$ cat config.mk
export PLATFORM = sky130hd
export DESIGN_NAME = rx_deframer_burst_tracker_top_flat
export DESIGN_NICKNAME = d
export VERILOG_FILES = /design/src/rtl/rxdfr_pkg.sv /design/src/rtl/rxdfr_if.sv /design/src/rtl/rx_deframer_burst_tracker_top.sv /design/src/flat_wrapper.sv
export SDC_FILE = /design/constraint.sdc
export NUM_CORES = 2
export LEC_CHECK = 0
export BUFFER_PORTS_ARGS = -buffer_cell sky130_fd_sc_hd__buf_2
export CORE_MARGIN = 4
export CORE_UTILIZATION = 30
export DETAILED_ROUTE_END_ITERATION = 12
export PLACE_DENSITY_LB_ADDON = 0.05
export SLEW_MARGIN = 25
export SYNTH_ARGS = -nofsm -noshare
export SYNTH_HDL_FRONTEND = slang
export SYNTH_SLANG_ARGS = --single-unit
$ cat constraint.sdc
create_clock -name clk -period 8.3 [get_ports clk]
set_input_delay 1.66 -clock clk [delete_from_list [all_inputs] [get_ports clk]]
set_output_delay 1.66 -clock clk [all_outputs]
set_load 0.02 [all_outputs]
$ cat src/rtl/rxdfr_pkg.sv
// Shared constants, codes and types for the receive deframer with burst tracking.
// No dependencies; rx_deframer_burst_tracker_top and the testbench import this package.

package rxdfr_pkg;

	localparam int CHANNELS    = 32;
	localparam int MAX_PAYLOAD = 13;
	localparam int CH_W        = (CHANNELS > 1) ? $clog2(CHANNELS) : 1;

	typedef logic [7:0]  octet_t;
	typedef logic [3:0]  len_t;
	typedef logic [15:0] bcount_t;

	localparam octet_t  SYNC_RESET  = 8'd164;
	localparam octet_t  BURST_RESET = 8'd80;
	localparam bcount_t BURST_STEP  = 16'd8;
	localparam bcount_t BCOUNT_MAX  = 16'hffff;

	// Configuration register indexes
	localparam logic CFG_SYNC_BYTE = 1'b0;
	localparam logic CFG_BURST_ID  = 1'b1;

	// Result status
	localparam logic ST_PAYLOAD = 1'b0;
	localparam logic ST_BAD_SUM = 1'b1;

	// Burst tracking outcome
	localparam logic [2:0] BST_NONE     = 3'd0;
	localparam logic [2:0] BST_START    = 3'd1;
	localparam logic [2:0] BST_CONTINUE = 3'd2;
	localparam logic [2:0] BST_DROP     = 3'd3;
	localparam logic [2:0] BST_RESTART  = 3'd4;
	localparam logic [2:0] BST_COMPLETE = 3'd5;

endpackage

$ cat src/rtl/rxdfr_if.sv
// Handshake channels of the receive deframer: byte input, result output and
// configuration writes. Standalone; no package needed.

interface rxdfr_byte_if;
	logic       valid;
	logic       ready;
	logic [7:0] rx_byte;
	modport source (output valid, output rx_byte, input ready);
	modport sink   (input valid, input rx_byte, output ready);
endinterface

interface rxdfr_res_if;
	logic        valid;
	logic        ready;
	logic        status;
	logic [7:0]  msg_id;
	logic [7:0]  data_byte;
	logic [3:0]  byte_index;
	logic [3:0]  payload_len;
	logic        last;
	logic [2:0]  burst_status;
	logic [4:0]  burst_channel;
	logic [15:0] burst_bytes;
	modport source (output valid, output status, output msg_id, output data_byte,
		output byte_index, output payload_len, output last, output burst_status,
		output burst_channel, output burst_bytes, input ready);
	modport sink (input valid, input status, input msg_id, input data_byte,
		input byte_index, input payload_len, input last, input burst_status,
		input burst_channel, input burst_bytes, output ready);
endinterface

interface rxdfr_cfg_if;
	logic       valid;
	logic       ready;
	logic       reg_index;
	logic [7:0] wdata;
	modport source (output valid, output reg_index, output wdata, input ready);
	modport sink   (input valid, input reg_index, input wdata, output ready);
endinterface

$ cat src/rtl/rx_deframer_burst_tracker_top.sv
// Receive deframer: sync/length/id/payload/checksum parser, per-channel burst
// tracker and result drain buffer. Depends on rxdfr_pkg and rxdfr_if.sv.
// Latency: the first result of a frame is presented the cycle after its checksum
//   byte is accepted; the frame's results then leave one per cycle while res.ready is high.
// Throughput: one received byte per cycle. A checksum byte waits only while the
//   previous frame's results are still in the drain buffer.
// Reset: parser hunts for sync, burst table cleared, registers at defaults.

module rx_deframer_burst_tracker_top import rxdfr_pkg::*; (
	input logic         clk,
	input logic         arst_n,
	rxdfr_cfg_if.sink   cfg,
	rxdfr_byte_if.sink  rx,
	rxdfr_res_if.source res
);

	localparam logic [2:0] PH_HUNT = 3'd0;
	localparam logic [2:0] PH_LEN  = 3'd1;
	localparam logic [2:0] PH_ID   = 3'd2;
	localparam logic [2:0] PH_PAY  = 3'd3;
	localparam logic [2:0] PH_CHK  = 3'd4;

	// configuration
	octet_t sync_q, burst_id_q;

	// parser state
	logic [2:0] phase_q;
	len_t       flen_q;
	octet_t     fid_q;
	octet_t     xor_q;
	len_t       seen_q;
	octet_t     store_q [MAX_PAYLOAD];

	// burst table
	logic       act_q  [CHANNELS];
	logic [1:0] lseq_q [CHANNELS];
	bcount_t    cnt_q  [CHANNELS];

	// drain buffer
	logic       busy_q;
	len_t       idx_q;
	len_t       dlen_q;
	octet_t     did_q;
	logic       dstat_q;
	logic [2:0] dbst_q;
	logic [4:0] dbch_q;
	bcount_t    dbby_q;
	octet_t     dbuf_q [MAX_PAYLOAD];

	logic    rx_fire, res_fire, cfg_fire, is_chk;
	octet_t  b;
	logic    sum_ok, is_burst;

	// burst tracking
	octet_t          head;
	logic [1:0]      seq;
	logic            fin, ch_ok;
	logic [CH_W-1:0] ch;
	logic            cur_act;
	logic [1:0]      cur_ls;
	bcount_t         cur_cnt;
	logic [16:0]     sum17;
	bcount_t         sat_cnt;
	logic [2:0]      b_st;
	bcount_t         b_bytes;
	logic            b_wr, nx_act;
	logic [1:0]      nx_ls;
	bcount_t         nx_cnt;

	assign cfg.ready = 1'b1;
	assign cfg_fire  = cfg.valid & cfg.ready;

	assign is_chk   = (phase_q == PH_CHK);
	assign rx.ready = !(is_chk && busy_q);
	assign rx_fire  = rx.valid & rx.ready;
	assign b        = rx.rx_byte;
	assign sum_ok   = ((xor_q ^ b) == 8'h00);
	assign is_burst = sum_ok && (fid_q == burst_id_q);

	assign head    = store_q[0];
	assign seq     = head[6:5];
	assign fin     = head[7];
	assign ch      = head[CH_W-1:0];
	assign ch_ok   = ({1'b0, head[4:0]} < 6'(CHANNELS));
	assign cur_act = act_q[ch];
	assign cur_ls  = lseq_q[ch];
	assign cur_cnt = cnt_q[ch];
	assign sum17   = {1'b0, cur_cnt} + {1'b0, BURST_STEP};
	assign sat_cnt = sum17[16] ? BCOUNT_MAX : sum17[15:0];

	always_comb begin
		b_st    = BST_DROP;
		b_bytes = '0;
		b_wr    = 1'b0;
		nx_act  = cur_act;
		nx_ls   = cur_ls;
		nx_cnt  = cur_cnt;
		if (ch_ok) begin
			if (!cur_act) begin
				if (seq == 2'd0) begin
					b_wr   = 1'b1;
					nx_act = 1'b1;
					nx_cnt = BURST_STEP;
					nx_ls  = 2'd0;
					b_st   = BST_START;
				end
			end else if ({1'b0, cur_ls} + 3'd1 != {1'b0, seq}) begin
				// out of sequence: clear, then restart only on a first segment
				b_wr   = 1'b1;
				nx_act = 1'b0;
				nx_cnt = '0;
				if (seq == 2'd0) begin
					nx_act = 1'b1;
					nx_cnt = BURST_STEP;
					nx_ls  = 2'd0;
					b_st   = BST_RESTART;
				end
			end else begin
				b_wr   = 1'b1;
				nx_cnt = sat_cnt;
				nx_ls  = (seq == 2'd3) ? 2'd0 : seq;
				b_st   = BST_CONTINUE;
			end
			if (b_st != BST_DROP) begin
				b_bytes = nx_cnt;
				if (fin) begin
					nx_act = 1'b0;
					nx_cnt = '0;
					nx_ls  = 2'd0;
					b_st   = BST_COMPLETE;
				end
			end
		end
	end

	always_ff @(posedge clk or negedge arst_n) begin
		if (!arst_n) begin
			sync_q     <= SYNC_RESET;
			burst_id_q <= BURST_RESET;
		end else if (cfg_fire) begin
			case (cfg.reg_index)
				CFG_SYNC_BYTE: sync_q     <= cfg.wdata;
				CFG_BURST_ID:  burst_id_q <= cfg.wdata;
				default:       sync_q     <= sync_q;
			endcase
		end
	end

	// parser
	always_ff @(posedge clk or negedge arst_n) begin
		if (!arst_n) begin
			phase_q <= PH_HUNT;
			flen_q  <= '0;
			fid_q   <= '0;
			xor_q   <= '0;
			seen_q  <= '0;
		end else if (rx_fire) begin
			case (phase_q)
				PH_LEN: begin
					if (b >= 8'd1 && b <= 8'(MAX_PAYLOAD)) begin
						flen_q  <= b[3:0];
						xor_q   <= xor_q ^ b;
						phase_q <= PH_ID;
					end else if (b == sync_q) begin
						xor_q   <= b;
						phase_q <= PH_LEN;
					end else begin
						phase_q <= PH_HUNT;
					end
				end
				PH_ID: begin
					fid_q   <= b;
					xor_q   <= xor_q ^ b;
					seen_q  <= '0;
					phase_q <= PH_PAY;
				end
				PH_PAY: begin
					xor_q  <= xor_q ^ b;
					seen_q <= seen_q + 4'd1;
					if (seen_q + 4'd1 >= flen_q)
						phase_q <= PH_CHK;
				end
				PH_CHK: begin
					xor_q   <= xor_q ^ b;
					phase_q <= PH_HUNT;
				end
				default: begin
					if (b == sync_q) begin
						xor_q   <= b;
						phase_q <= PH_LEN;
					end else begin
						phase_q <= PH_HUNT;
					end
				end
			endcase
		end
	end

	always_ff @(posedge clk) begin
		if (rx_fire && phase_q == PH_PAY && seen_q < 4'(MAX_PAYLOAD))
			store_q[seen_q] <= b;
	end

	// burst table: at most one channel read and written per burst frame
	always_ff @(posedge clk or negedge arst_n) begin
		if (!arst_n) begin
			for (int i = 0; i < CHANNELS; i++) begin
				act_q[i]  <= 1'b0;
				lseq_q[i] <= 2'd0;
				cnt_q[i]  <= '0;
			end
		end else if (rx_fire && is_chk && is_burst && b_wr) begin
			act_q[ch]  <= nx_act;
			lseq_q[ch] <= nx_ls;
			cnt_q[ch]  <= nx_cnt;
		end
	end

	// drain buffer: load on the checksum byte, release one result per request
	assign res_fire = res.valid & res.ready;

	always_ff @(posedge clk or negedge arst_n) begin
		if (!arst_n) begin
			busy_q <= 1'b0;
			idx_q  <= '0;
		end else if (rx_fire && is_chk) begin
			busy_q <= 1'b1;
			idx_q  <= '0;
		end else if (res_fire) begin
			if (res.last)
				busy_q <= 1'b0;
			else
				idx_q <= idx_q + 4'd1;
		end
	end

	always_ff @(posedge clk) begin
		if (rx_fire && is_chk) begin
			dlen_q  <= flen_q;
			did_q   <= fid_q;
			dstat_q <= sum_ok ? ST_PAYLOAD : ST_BAD_SUM;
			dbst_q  <= is_burst ? b_st : BST_NONE;
			dbch_q  <= is_burst ? head[4:0] : 5'd0;
			dbby_q  <= is_burst ? b_bytes : 16'd0;
			dbuf_q  <= store_q;
		end
	end

	assign res.valid         = busy_q;
	assign res.status        = dstat_q;
	assign res.msg_id        = did_q;
	assign res.data_byte     = (dstat_q == ST_BAD_SUM) ? 8'h00 : dbuf_q[idx_q];
	assign res.byte_index    = idx_q;
	assign res.payload_len   = dlen_q;
	assign res.last          = (dstat_q == ST_BAD_SUM) || (idx_q + 4'd1 == dlen_q);
	assign res.burst_status  = dbst_q;
	assign res.burst_channel = dbch_q;
	assign res.burst_bytes   = dbby_q;

	a_idx_in_range: assert property (@(posedge clk) disable iff (!arst_n)
		busy_q |-> (idx_q < dlen_q))
		else $error("drain index beyond payload length");

	a_stall_only_on_chk: assert property (@(posedge clk) disable iff (!arst_n)
		!rx.ready |-> (busy_q && phase_q == PH_CHK))
		else $error("input stalled outside a pending checksum");

	a_pay_count: assert property (@(posedge clk) disable iff (!arst_n)
		(phase_q == PH_PAY) |-> (seen_q < flen_q))
		else $error("payload count overran frame length");

	a_bad_sum_plain: assert property (@(posedge clk) disable iff (!arst_n)
		(busy_q && dstat_q == ST_BAD_SUM) |-> (dbst_q == BST_NONE && idx_q == 4'd0))
		else $error("rejected frame carries burst result");

	a_drop_no_bytes: assert property (@(posedge clk) disable iff (!arst_n)
		(busy_q && dbst_q == BST_DROP) |-> (dbby_q == 16'd0))
		else $error("dropped burst reports bytes");

endmodule

$ cat src/flat_wrapper.sv
// flat-port wrapper written by rule: the top's interface ports become plain ports
module rx_deframer_burst_tracker_top_flat import rxdfr_pkg::*;
  (clk, arst_n, cfg_valid, cfg_reg_index, cfg_wdata, cfg_ready, rx_valid, rx_rx_byte, rx_ready, res_valid, res_status, res_msg_id, res_data_byte, res_byte_index, res_payload_len, res_last, res_burst_status, res_burst_channel, res_burst_bytes, res_ready);
  rxdfr_cfg_if cfg_i ();
  rxdfr_byte_if rx_i ();
  rxdfr_res_if res_i ();
  input logic clk;
  input logic arst_n;
  input wire logic [$bits(cfg_i.valid)-1:0] cfg_valid;
  input wire logic [$bits(cfg_i.reg_index)-1:0] cfg_reg_index;
  input wire logic [$bits(cfg_i.wdata)-1:0] cfg_wdata;
  output wire logic [$bits(cfg_i.ready)-1:0] cfg_ready;
  input wire logic [$bits(rx_i.valid)-1:0] rx_valid;
  input wire logic [$bits(rx_i.rx_byte)-1:0] rx_rx_byte;
  output wire logic [$bits(rx_i.ready)-1:0] rx_ready;
  output wire logic [$bits(res_i.valid)-1:0] res_valid;
  output wire logic [$bits(res_i.status)-1:0] res_status;
  output wire logic [$bits(res_i.msg_id)-1:0] res_msg_id;
  output wire logic [$bits(res_i.data_byte)-1:0] res_data_byte;
  output wire logic [$bits(res_i.byte_index)-1:0] res_byte_index;
  output wire logic [$bits(res_i.payload_len)-1:0] res_payload_len;
  output wire logic [$bits(res_i.last)-1:0] res_last;
  output wire logic [$bits(res_i.burst_status)-1:0] res_burst_status;
  output wire logic [$bits(res_i.burst_channel)-1:0] res_burst_channel;
  output wire logic [$bits(res_i.burst_bytes)-1:0] res_burst_bytes;
  input wire logic [$bits(res_i.ready)-1:0] res_ready;
  assign cfg_i.valid = cfg_valid;
  assign cfg_i.reg_index = cfg_reg_index;
  assign cfg_i.wdata = cfg_wdata;
  assign cfg_ready = cfg_i.ready;
  assign rx_i.valid = rx_valid;
  assign rx_i.rx_byte = rx_rx_byte;
  assign rx_ready = rx_i.ready;
  assign res_valid = res_i.valid;
  assign res_status = res_i.status;
  assign res_msg_id = res_i.msg_id;
  assign res_data_byte = res_i.data_byte;
  assign res_byte_index = res_i.byte_index;
  assign res_payload_len = res_i.payload_len;
  assign res_last = res_i.last;
  assign res_burst_status = res_i.burst_status;
  assign res_burst_channel = res_i.burst_channel;
  assign res_burst_bytes = res_i.burst_bytes;
  assign res_i.ready = res_ready;
  rx_deframer_burst_tracker_top u_core (.clk(clk), .arst_n(arst_n), .cfg(cfg_i), .rx(rx_i), .res(res_i));
endmodule
==> results of run 1 <==
flip-flops by register name, summed over array words and instances (netlist names), 5 cells and up:
| name | cells |
|---|---|
| u_core.res.burst_bytes | 16 |
| u_core.fid_q | 8 |
| u_core.burst_id_q | 8 |
| u_core.act_q | 32 |
| u_core.sync_q | 8 |
| u_core.lseq_q | 64 |
| u_core.cnt_q | 512 |
| u_core.xor_q | 8 |
| u_core.res.msg_id | 8 |
| u_core.res.burst_channel | 5 |
| u_core.store_q | 96 |
| u_core.head | 8 |
| u_core.dbuf_q | 104 |
cell families after synthesis:
family / count (synthesis) / synth area share
DFF: 901 / 0.5910
AOI/OAI and AO/OA: 860 / 0.1357
other: 1 / 0.00009321
muxes: 359 / 0.1086
and+or+nand+nor: 1054 / 0.1171
xor gates and xnor gates: 36 / 0.007837
buffers and inverters: 308 / 0.03601
adders and majority gates: 12 / 0.003732
critical path, cell delays in order (launching register included):
cell and delay, ns:
sky130_fd_sc_hd__edfxtp_1 0.81, sky130_fd_sc_hd__buf_4 0.46, sky130_fd_sc_hd__nand4bb_1 0.18, sky130_fd_sc_hd__buf_4 0.34, sky130_fd_sc_hd__o22ai_1 0.14, sky130_fd_sc_hd__or4_1 0.59
sky130_fd_sc_hd__or2_2 0.36, sky130_fd_sc_hd__ha_1 0.32, sky130_fd_sc_hd__xnor2_1 0.18, sky130_fd_sc_hd__nand2b_1 0.14, sky130_fd_sc_hd__a21oi_1 0.23, sky130_fd_sc_hd__nand3_1 0.48
sky130_fd_sc_hd__a21oi_4 1.00, sky130_fd_sc_hd__nor4_4 0.03, sky130_fd_sc_hd__buf_4 0.28, sky130_fd_sc_hd__mux2_2 0.31
cell usage after synthesis, types with 11 or more instances:
cell                         n  share of area
sky130_fd_sc_hd__nor2_1    260          0.024
sky130_fd_sc_hd__nand2_1   522          0.049
sky130_fd_sc_hd__clkbuf_1  175          0.016
sky130_fd_sc_hd__and3_1     12         0.0019
sky130_fd_sc_hd__o31ai_1   101          0.019
sky130_fd_sc_hd__o22ai_1   120          0.019
sky130_fd_sc_hd__buf_2      70         0.0087
sky130_fd_sc_hd__dfrtp_1   651           0.40
sky130_fd_sc_hd__o21ai_1    80          0.010
sky130_fd_sc_hd__ha_1       12         0.0037
sky130_fd_sc_hd__nor4_1     41         0.0064
sky130_fd_sc_hd__inv_1      13         0.0012
sky130_fd_sc_hd__a21oi_4    30          0.012
sky130_fd_sc_hd__buf_1      13         0.0012
sky130_fd_sc_hd__mux4_2     56          0.031
sky130_fd_sc_hd__a311oi_1   17         0.0037
sky130_fd_sc_hd__xnor2_1    26         0.0057
sky130_fd_sc_hd__buf_4      18         0.0034
sky130_fd_sc_hd__and2_1     15         0.0023
sky130_fd_sc_hd__nand3_1    50         0.0062
sky130_fd_sc_hd__mux2i_1   244          0.061
sky130_fd_sc_hd__nor3_1     45         0.0056
sky130_fd_sc_hd__mux2_2     59          0.017
sky130_fd_sc_hd__a31oi_1   134          0.021
sky130_fd_sc_hd__edfxtp_1  245           0.18
sky130_fd_sc_hd__nand4_1    34         0.0053
sky130_fd_sc_hd__o21ai_0   266          0.033
sky130_fd_sc_hd__a21oi_1    63         0.0078
sky130_fd_sc_hd__buf_6      11         0.0031
routing by layer:
metal	global-route usage	share of wire	up-vias
met3	0.04038	0.054	232
met1	0.2840	0.45	14712
li1	-	-	12923
met4	0.06565	0.033	2
met2	0.3273	0.46	806
met5	0	0.000089	-
power groups by stage:
stage	Combinational (mW)	Clock (mW)	Sequential (mW)
final	0.655	4.80	4.69
after global routing	0.720	5.14	4.70
after CTS	0.679	4.96	4.69
after detailed placement	0.678	0	4.77
after global placement	0.670	0	4.77
after floorplan	0.399	0	4.75
per-stage QoR:
stage | util | power, mW
after global placement | 0.3191 | 5.440
final | 0.3471 | 10.15
after global routing | 0.3471 | 10.56
after floorplan | - | 5.147
after CTS | 0.3466 | 10.33
after detailed placement | 0.3197 | 5.450
area by class of cell:
class,instances,area [um^2]
multi-input cells,2322,15290
well taps,1768,2212
fillers,13194,87030
flip-flops and latches,901,23780
clock buffers,154,3085
clock inverters,47,505.5
repair buffers,178,1315
inverters,17,73.82
worst min path at each step:
| stage | startpoint | endpoint | slack [ns] | cells past startpoint |
|---|---|---|---|---|
| after floorplan | u_core.store_q[0] | u_core.dbuf_q[0] | 0.40 | 0 |
| after global placement | u_core.store_q[4] | u_core.dbuf_q[4] | 0.40 | 0 |
| after detailed placement | u_core.store_q[10] | u_core.dbuf_q[10] | 0.40 | 0 |
| after CTS | u_core.store_q[89] | u_core.dbuf_q[89] | 0.41 | 0 |
| after global routing | u_core.store_q[89] | u_core.dbuf_q[89] | 0.41 | 0 |
| final | u_core.store_q[10] | u_core.dbuf_q[10] | 0.41 | 0 |
==> results_dict.tcl, run 1 <==
set metrics [dict create \
    grt_start_max_net_pins 174 \
    detailed_place_hpwl_um 93960 \
    antenna-diode-count 0 \
    final_max_slew_viol_count 0 \
    clk-insertion-delay-late_ns 0.72 \
    max_cap_violations 0 \
    globalRoute.totalOverflow 0 \
    regToRegStartpoint "u_core.head[0]" \
    worst_r2r_endpoint "u_core.cnt_q[510]" \
    first_global_vias 29176 \
    ys.warnings.count 0 \
    fin_skew_ns 0.02572 \
    finalSetupTns_ns 0 \
    setup.worst_path.end_class "register" \
    endpoints_failing_hold 0 \
    avgRoutedWirePerCell_um 27.05 \
    power_leakage_nw 18.43 \
    p_seq_frac 0.462 \
    grt_pass1_wl_um 212800 \
    p_int_mw 7.716 \
    post_synth.cell_area_avg_um2 11.39 \
    rsz0062_at_grt "false" \
    reg2reg_slack_ns 2.29 \
    pwr_density_cell_nw_per_um2 219.3 \
    ctsResizeCount 0 \
    number_of_input_and_output_port_buffers_inserted 73 \
    placement_row_count 134 \
    route.detailed.vias_per_inst 5.323 \
    timing.critical_path.fanout_max 32 \
    cts.sink_count 901 \
    max_slew.worst_pin.slew_ns 1.148 \
    place_area_um2 42610 \
    ctsLongestPathBuffers 3 \
    seq_total_area_yosys 0.5910 \
    path_class "reg2reg" \
    synth_fp_nets 3565 \
    min_delay_worst_type "reg2reg" \
    die_height_um 374.2 \
    globalRouteTotalUtil 0.2060 \
    fp.dieW_um 374.2 \
    initial_drc_count 2268 \
    timing.critical_path.required_ns 8.90 \
    num-nets-final 3561 \
    min_period_ns 6.013 \
    final_common_cell "sky130_fd_sc_hd__dfrtp_1" \
    synth_ff_type "sky130_fd_sc_hd__dfrtp_1" \
    cts_hold_repair.buffers 0 \
    comb_power_share 0.065 \
    start_util 0.3018 \
    tritoncts.num_buffers 107 \
    holdWs_ns 0.4119 \
    p_sw_mw 2.429 \
    layout_common_cells "sky130_fd_sc_hd__dfrtp_1, sky130_fd_sc_hd__nand2_1, sky130_fd_sc_hd__o21ai_0" \
    fraction_of_power_consumed_by_the_clock_network 0.473 \
    die_area_um2 140000 \
    core_area_um2 133300 \
    layout_worst_path_cycle_share 0.7245 \
    synth_cell_types 83 \
    critical_path.startpoint_type "register" \
    clk_pin_slew_worst_paths_ns 0.06 \
    antenna_found_initial 5 \
    clockRootBuffer "sky130_fd_sc_hd__clkbuf_16" \
    cts_tree "yes" \
    io_pins 75 \
    crit_end "u_core.cnt_q[510]" \
    synth_cells 3531 \
    async_flop_share 0.7281 \
    total_instance_count_after_detailed_placement 5184 \
    final_setup_viols 0 \
    cts_max_level 3 \
    post_cts_buffers 0 \
    drt_drc_violations_left 0 \
    timing.fmax_mhz 166.3 \
    power_switching_share 0.2395 \
    final_antenna_net_count 0 \
    gp_routability_congestion 0.8194 \
    post_synth_instance_area_um2 40230 \
    reg2reg_depth 15 \
    synth-edff-count 245 \
    relSlewSlack 0.2323 \
    routed-via-count 28675 \
    worstPathArrival_ns 6.61 \
    postSynthRegisterBits 901 \
    final_layout_size_suffix_gt1_frac 0.1564 \
    final_cell_count_without_fillers 5387 \
    final_area_um2 46260 \
    routed_wirelength_um 145700 \
    max-vdd-ir-drop_mv 0.1735 \
    layout_setup_ws_ns 2.287 \
    worst_setup_slack_post_dpl_ns 2.157 \
    run_status "finished clean" \
    drt_first_pass_iters 6 \
    critical_path_startpoint "u_core.head[0]" \
    layout-area-overhead-vs-synth_pct 14.98 \
]
No activity file was read; power rests on OpenSTA's default activity.
==> run 2: changes to the inputs <==
--- a/config.mk
+++ b/config.mk
@@ -5,6 +5,7 @@
 export SDC_FILE = /design/constraint.sdc
 export NUM_CORES = 2
 export LEC_CHECK = 0
+export ABC_AREA = 1
 export BUFFER_PORTS_ARGS = -buffer_cell sky130_fd_sc_hd__buf_2
 export CORE_MARGIN = 4
 export CORE_UTILIZATION = 30
==> constraint.sdc (replaced) <==
create_clock -name clk -period 6.1 [get_ports clk]
set_input_delay 1.22 -clock clk [delete_from_list [all_inputs] [get_ports clk]]
set_output_delay 1.22 -clock clk [all_outputs]
set_load 0.02 [all_outputs]
==> results_dict.tcl, run 2 <==
set metrics [dict create \
    post_synth_instance_area_um2 41000 \
    largest_register_ffs 512 \
    relSlewSlack 0.3598 \
    wl_met2_um 72330 \
    final_area_um2 47120 \
    num-nets-final 4809 \
    cts_max_level 3 \
    dr.max_layer_used "met5" \
    yosys-top-cells-area "sky130_fd_sc_hd__dfrtp_1, sky130_fd_sc_hd__nand2_1, sky130_fd_sc_hd__edfxtp_1" \
    max_cap_violations 0 \
    number_of_input_and_output_port_buffers_inserted 73 \
    drt_drc_violations_left 0 \
    final_common_cell "sky130_fd_sc_hd__nand2_1" \
    clk_pin_slew_worst_paths_ns 0.06 \
    final_max_slew_viol_count 0 \
    finalSetupTns_ns 0 \
    reg2reg_slack_ns 1.14 \
    dr_wl_met3_um 8081 \
    min_delay_worst_type "reg2reg" \
    path_class "reg2reg" \
    die_area_um2 142600 \
    synth_cells 4752 \
    worst_hold_startpoint "u_core.store_q[85]" \
    layout-area-overhead-vs-synth_pct 14.94 \
    ys.warnings.count 0 \
    first_global_vias 32579 \
    count_leader_synth "sky130_fd_sc_hd__nand2_1" \
    register_area_um2 23780 \
    routed_wirelength_um 162800 \
    min_period_ns 4.964 \
    antenna_found_initial 9 \
    fin_skew_ns 0.03062 \
    max_slew.worst_pin.slew_ns 0.9551 \
    layout_common_cells "sky130_fd_sc_hd__nand2_1, sky130_fd_sc_hd__dfrtp_1, sky130_fd_sc_hd__o21ai_0" \
    rsz0062_at_grt "false" \
    drt_first_pass_iters 6 \
    power_leakage_nw 22.15 \
    globalRouteTotalUtil 0.2258 \
    clk-insertion-delay-late_ns 0.73 \
    route.detailed.vias_per_inst 5.052 \
    detailed_place_hpwl_um 102700 \
    layout_setup_ws_ns 1.136 \
    final_setup_viols 0 \
    async_flop_share 0.7281 \
    cp_cell_sequence "clkinv_2, nor2_4, buf_12, a22oi_1, a21oi_1, nor3_1, nand4_1, ha_1, xor2_1, nor2_1, nand3_1, nor2_4, nand3_2, nand3_2, buf_4, nand3_1, nand2_1" \
    clockRootBuffer "sky130_fd_sc_hd__clkbuf_16" \
    core_area_um2 135600 \
    cts.sink_count 901 \
    worst_r2r_endpoint "u_core.cnt_q[347]" \
    placement_row_count 135 \
    ctsLongestPathBuffers 3 \
    globalRoute.totalOverflow 0 \
    cts_tree "yes" \
    n_fill_cell 14195 \
    final_antenna_net_count 0 \
    avgRoutedWirePerCell_um 24.48 \
    crit_slowest_cell "sky130_fd_sc_hd__nand3_2" \
    cp_peak_stage_delay_ns 0.67 \
    synth_ff_type "sky130_fd_sc_hd__dfrtp_1" \
    multiInputGateArea_um2 14890 \
    start_util 0.3023 \
    initial_drc_count 3237 \
    reg2reg_depth 17 \
    netlist.top_cell.by_area "sky130_fd_sc_hd__dfrtp_1" \
    fp.dieW_um 377.7 \
    final_layout_size_suffix_gt1_frac 0.1098 \
    seq_total_area_yosys 0.5800 \
    timing.fmax_mhz 201.4 \
    top_register "u_core.cnt_q" \
    synth_fp_nets 4786 \
    grt_pass1_wl_um 237300 \
    pwr_density_cell_nw_per_um2 303.5 \
    die_height_um 377.7 \
    timing.critical_path.fanout_max 29 \
    tritoncts.num_buffers 109 \
    timing.critical_path.required_ns 6.75 \
    synth_largest_type_area_fraction 0.3974 \
    setup.worst_path.end_class "register" \
    regToRegStartpoint "u_core.head[1]" \
    critical_path_buf_inv_count 3 \
    max-vdd-ir-drop_mv 0.2119 \
    wl_on_met1_um 79470 \
    synth_cell_types 51 \
    min_delay_path_depth 0 \
    worst_setup_slack_post_dpl_ns 1.211 \
    io_pins 75 \
    routed-via-count 33590 \
    post_synth.cell_area_avg_um2 8.627 \
    critical_path.startpoint_type "register" \
    post_cts_buffers 0 \
    min_delay_worst_endpoint "u_core.dbuf_q[85]" \
    gp_routability_congestion 0.8241 \
    cts_hold_repair.buffers 0 \
    synth-edff-count 245 \
    endpoints_failing_hold 0 \
    layout_worst_path_cycle_share 0.8139 \
    ctsResizeCount 0 \
    synth_top_cells_by_count "sky130_fd_sc_hd__nand2_1, sky130_fd_sc_hd__dfrtp_1, sky130_fd_sc_hd__o21ai_0" \
    run_status "finished clean" \
    worst_path_dominant_cell_family "simple AND/OR/NAND/NOR gates" \
    largest_registers "u_core.cnt_q x512, u_core.dbuf_q x104, u_core.store_q x96" \
    place_area_um2 43540 \
    worstPathArrival_ns 5.62 \
    postSynthRegisterBits 901 \
    grt_start_max_net_pins 155 \
]
[run 2: cell types whose count changed in the layout (fill, tap and decap cells not counted), sizes merged, moves of 51 or more]
| cell | change |
|---|---|
| a31oi | -131 |
| mux2i | -244 |
| mux2 | -59 |
| nor2 | -105 |
| o31ai | -100 |
| nand4 | +132 |
| nand3 | +282 |
| a21oi | -59 |
| mux4 | -56 |
| inv | +198 |
| buf | +58 |
| nand2 | +1478 |
| o22ai | -51 |
[run 2: cell type report]
cell class              instances  area share
clock buffers                 155     0.06516
multi-input cells            3303      0.3161
repair buffers                236     0.03808
flip-flops and latches        901      0.5047
inverters                     224     0.01808
diodes                          3   0.0001593
well taps                    1781     0.04729
clock inverters                46     0.01051
[run 2: cell families after synthesis]
kind of cell	synth area share
DFF	0.5800
adders and majority gates	0.003662
AOI/OAI and AO/OA	0.07438
and+or+nand+nor	0.2767
other	0.00009147
buffers and inverters	0.05936
xor gates and xnor gates	0.005768
[run 2: worst max path at each step]
stage,start,to,depth (start not counted)
floorplan,rx_valid,u_core.dbuf_q[0],4
global placement,u_core.head[1],u_core.res.burst_bytes[11],20
detailed placement,u_core.head[1],u_core.res.burst_bytes[11],20
CTS,u_core.head[1],u_core.res.burst_bytes[11],20
global route,u_core.head[0],u_core.cnt_q[75],18
finish,u_core.head[1],u_core.cnt_q[347],17
[run 2: power by group]
| part | total, mW | switching [mW] | leakage, nW | internal [mW] |
|---|---|---|---|---|
| registers | 6.41 | 0.0968 | 10.8 | 6.31 |
| clock network | 6.56 | 2.76 | 1.74 | 3.80 |
| logic | 1.33 | 0.953 | 9.60 | 0.381 |
[run 2: metrics by stage]
stage | power (mW) | utilization | instances | hold slack [ns]
3_3_place_gp | 7.895 | 0.3208 | 6444 | 0.4001
3_5_place_dp | 7.893 | 0.3210 | 6445 | 0.4045
6_report | 14.30 | 0.3474 | 6649 | 0.4135
2_1_floorplan | 7.268 | - | 4752 | 0.4003
5_1_grt | 14.91 | 0.3474 | 6646 | 0.4155
4_1_cts | 14.53 | 0.3473 | 6646 | 0.4133
[run 2: metal layers]
layer | vias to the layer above | global-route usage
met2 | 869 | 0.3446
met4 | 2 | 0.05126
met5 | - | 0
met3 | 140 | 0.03039
met1 | 16939 | 0.3394
li1 | 15640 | -
==> run 3: changes to the inputs <==
--- a/config.mk
+++ b/config.mk
@@ -5,7 +5,7 @@
 export SDC_FILE = /design/constraint.sdc
 export NUM_CORES = 2
 export LEC_CHECK = 0
-export ABC_AREA = 1
+export ABC_AREA = 0
 export BUFFER_PORTS_ARGS = -buffer_cell sky130_fd_sc_hd__buf_2
 export CORE_MARGIN = 4
 export CORE_UTILIZATION = 30
==> constraint.sdc (replaced) <==
create_clock -name clk -period 4.6 [get_ports clk]
set_input_delay 0.92 -clock clk [delete_from_list [all_inputs] [get_ports clk]]
set_output_delay 0.92 -clock clk [all_outputs]
set_load 0.02 [all_outputs]
==> results_dict.tcl, run 3 (same netlist as run 1, synthesis figures left out) <==
set metrics [dict create \
    largest_registers "u_core.cnt_q x512, u_core.dbuf_q x104, u_core.store_q x96" \
    clockRootBuffer "sky130_fd_sc_hd__clkbuf_16" \
    relSlewSlack 0.3026 \
    cts_max_level 3 \
    multiInputGateArea_um2 15230 \
    layout_common_cells "sky130_fd_sc_hd__dfrtp_1, sky130_fd_sc_hd__nand2_1, sky130_fd_sc_hd__o21ai_0" \
    max-vdd-ir-drop_mv 0.2675 \
    first_global_vias 29823 \
    final_common_cell "sky130_fd_sc_hd__dfrtp_1" \
    final_antenna_net_count 0 \
    fin_skew_ns 0.02893 \
    gp_routability_congestion 0.8509 \
    cts_tree "yes" \
    initial_drc_count 2586 \
    drt_drc_violations_left 0 \
    die_height_um 374.2 \
    start_util 0.3018 \
    min_delay_worst_type "in2async" \
    pwr_density_cell_nw_per_um2 381.1 \
    io_pins 75 \
    top_register "u_core.cnt_q" \
    max_cap_violations 0 \
    final_layout_size_suffix_gt1_frac 0.1956 \
    grt_pass1_wl_um 220100 \
    cts.sink_count 901 \
    largest_register_ffs 512 \
    setup.worst_path.end_class "register" \
    grt_start_max_net_pins 99 \
    register_area_um2 23780 \
    power_leakage_nw 19.74 \
    core_area_um2 133300 \
    timing.critical_path.fanout_max 28 \
    timing.critical_path.required_ns 5.07 \
    antenna_found_initial 4 \
    tritoncts.num_buffers 108 \
    clk_pin_slew_worst_paths_ns 0.06 \
    number_of_input_and_output_port_buffers_inserted 73 \
    worstPathArrival_ns 5.01 \
    min_period_ns 4.540 \
    globalRouteTotalUtil 0.2142 \
    critical_path.startpoint_type "register" \
    routed_wirelength_um 151600 \
    detailed_place_hpwl_um 101000 \
    fp.dieW_um 374.2 \
    path_class "reg2reg" \
    finalSetupTns_ns 0 \
    route.detailed.vias_per_inst 5.307 \
    run_status "finished clean" \
    rsz0062_at_grt "false" \
    layout_worst_path_cycle_share 0.9870 \
    ctsLongestPathBuffers 3 \
    globalRoute.totalOverflow 0 \
    max_slew.worst_pin.slew_ns 1.037 \
    endpoints_failing_hold 0 \
    placement_row_count 134 \
    clk-insertion-delay-late_ns 0.73 \
    drt_first_pass_iters 6 \
    num-nets-final 3757 \
    total_power_mw 18.46 \
    avgRoutedWirePerCell_um 27.18 \
    final_max_slew_viol_count 0 \
    routed-via-count 29615 \
    die_area_um2 140000 \
    cts_hold_repair.buffers 0 \
    layout-area-overhead-vs-synth_pct 20.38 \
    timing.fmax_mhz 220.3 \
    final_setup_viols 0 \
    n_fill_cell 13132 \
]
[run 3: cell types whose count changed in the layout (fill, tap and decap cells not counted), moves of 49 or more]
cell and change:
sky130_fd_sc_hd__mux4_2 +56, sky130_fd_sc_hd__o21ai_0 -62, sky130_fd_sc_hd__buf_4 +81, sky130_fd_sc_hd__nand4_1 -133, sky130_fd_sc_hd__o22ai_1 +49, sky130_fd_sc_hd__mux2_2 +59, sky130_fd_sc_hd__a31oi_1 +130, sky130_fd_sc_hd__nand2_1 -1477
sky130_fd_sc_hd__inv_1 -164, sky130_fd_sc_hd__nand3_1 -270, sky130_fd_sc_hd__mux2i_1 +244, sky130_fd_sc_hd__o31ai_1 +100, sky130_fd_sc_hd__buf_12 +55, sky130_fd_sc_hd__nor2_1 +148
[run 3: per-stage QoR]
stage	setup WS (ns)	area [um^2]	util	std cells	hold slack, ns
final	0.05975	48440	0.3634	5580	0.2424
after global routing	0.001040	48430	0.3633	5577	0.2478
after CTS	0.1353	48410	0.3632	5577	0.2302
after detailed placement	0.1609	44770	0.3359	5381	0.4045
after global placement	0.09761	44750	0.3357	5380	0.4004
after floorplan	0.3783	40240	-	3531	0.4003
[run 3: timing repair]
| item | in CTS | in global routing |
|---|---|---|
| buffers inserted | 0 | 0 |
| setup endpoints to repair | 0 | 26 |
| gates resized for setup | 0 | 4 |
[run 3: where the power goes]
part           internal [mW]  switching, mW
combinational          0.467          0.764
clock                   5.28           3.49
sequential              8.33          0.128
[run 3: cell type report]
type,count,share of cell area
tap,1768,0.04567
antenna,3,0.0001550
multi-input combinational,2322,0.3144
inverter,17,0.001524
timing repair buffer,373,0.07223
clock inverter,39,0.01005
sequential,901,0.4910
clock buffer,157,0.06502
[run 3: worst paths after layout]
kind	start	to	slack (ns)	cells past startpoint
worst max-delay path	u_core.head[1]	u_core.res.burst_bytes[6]	0.06	13
worst min-delay path	arst_n	u_core.res.byte_index[3]	0.24	1
worst max register to register	u_core.head[1]	u_core.res.burst_bytes[6]	0.06	13
worst min register to register	u_core.store_q[87]	u_core.dbuf_q[87]	0.41	0
max in group asynchronous	arst_n	u_core.cnt_q[82]	3.20	2
min in group clk	u_core.store_q[87]	u_core.dbuf_q[87]	0.41	0
[run 3: routing by layer]
metal	vias up	global-route usage	part of all wire
met5	-	0	0
met4	0	0.05608	0.026
met3	194	0.03501	0.046
met2	791	0.3459	0.47
met1	15320	0.2999	0.46
li1	13310	-	-
[run 3: critical path: stages, from the launching register on]
cell and delay (ns):
sky130_fd_sc_hd__edfxtp_1 0.38, sky130_fd_sc_hd__buf_12 0.26, sky130_fd_sc_hd__buf_12 0.29, sky130_fd_sc_hd__buf_4 0.48
sky130_fd_sc_hd__mux2i_1 0.31, sky130_fd_sc_hd__o22ai_1 0.16, sky130_fd_sc_hd__nor4_1 0.81, sky130_fd_sc_hd__nand2_1 0.31
sky130_fd_sc_hd__nand4_2 0.23, sky130_fd_sc_hd__buf_4 0.16, sky130_fd_sc_hd__o41ai_1 0.09, sky130_fd_sc_hd__a22oi_2 0.45
sky130_fd_sc_hd__buf_12 0.21, sky130_fd_sc_hd__nor2_1 0.07
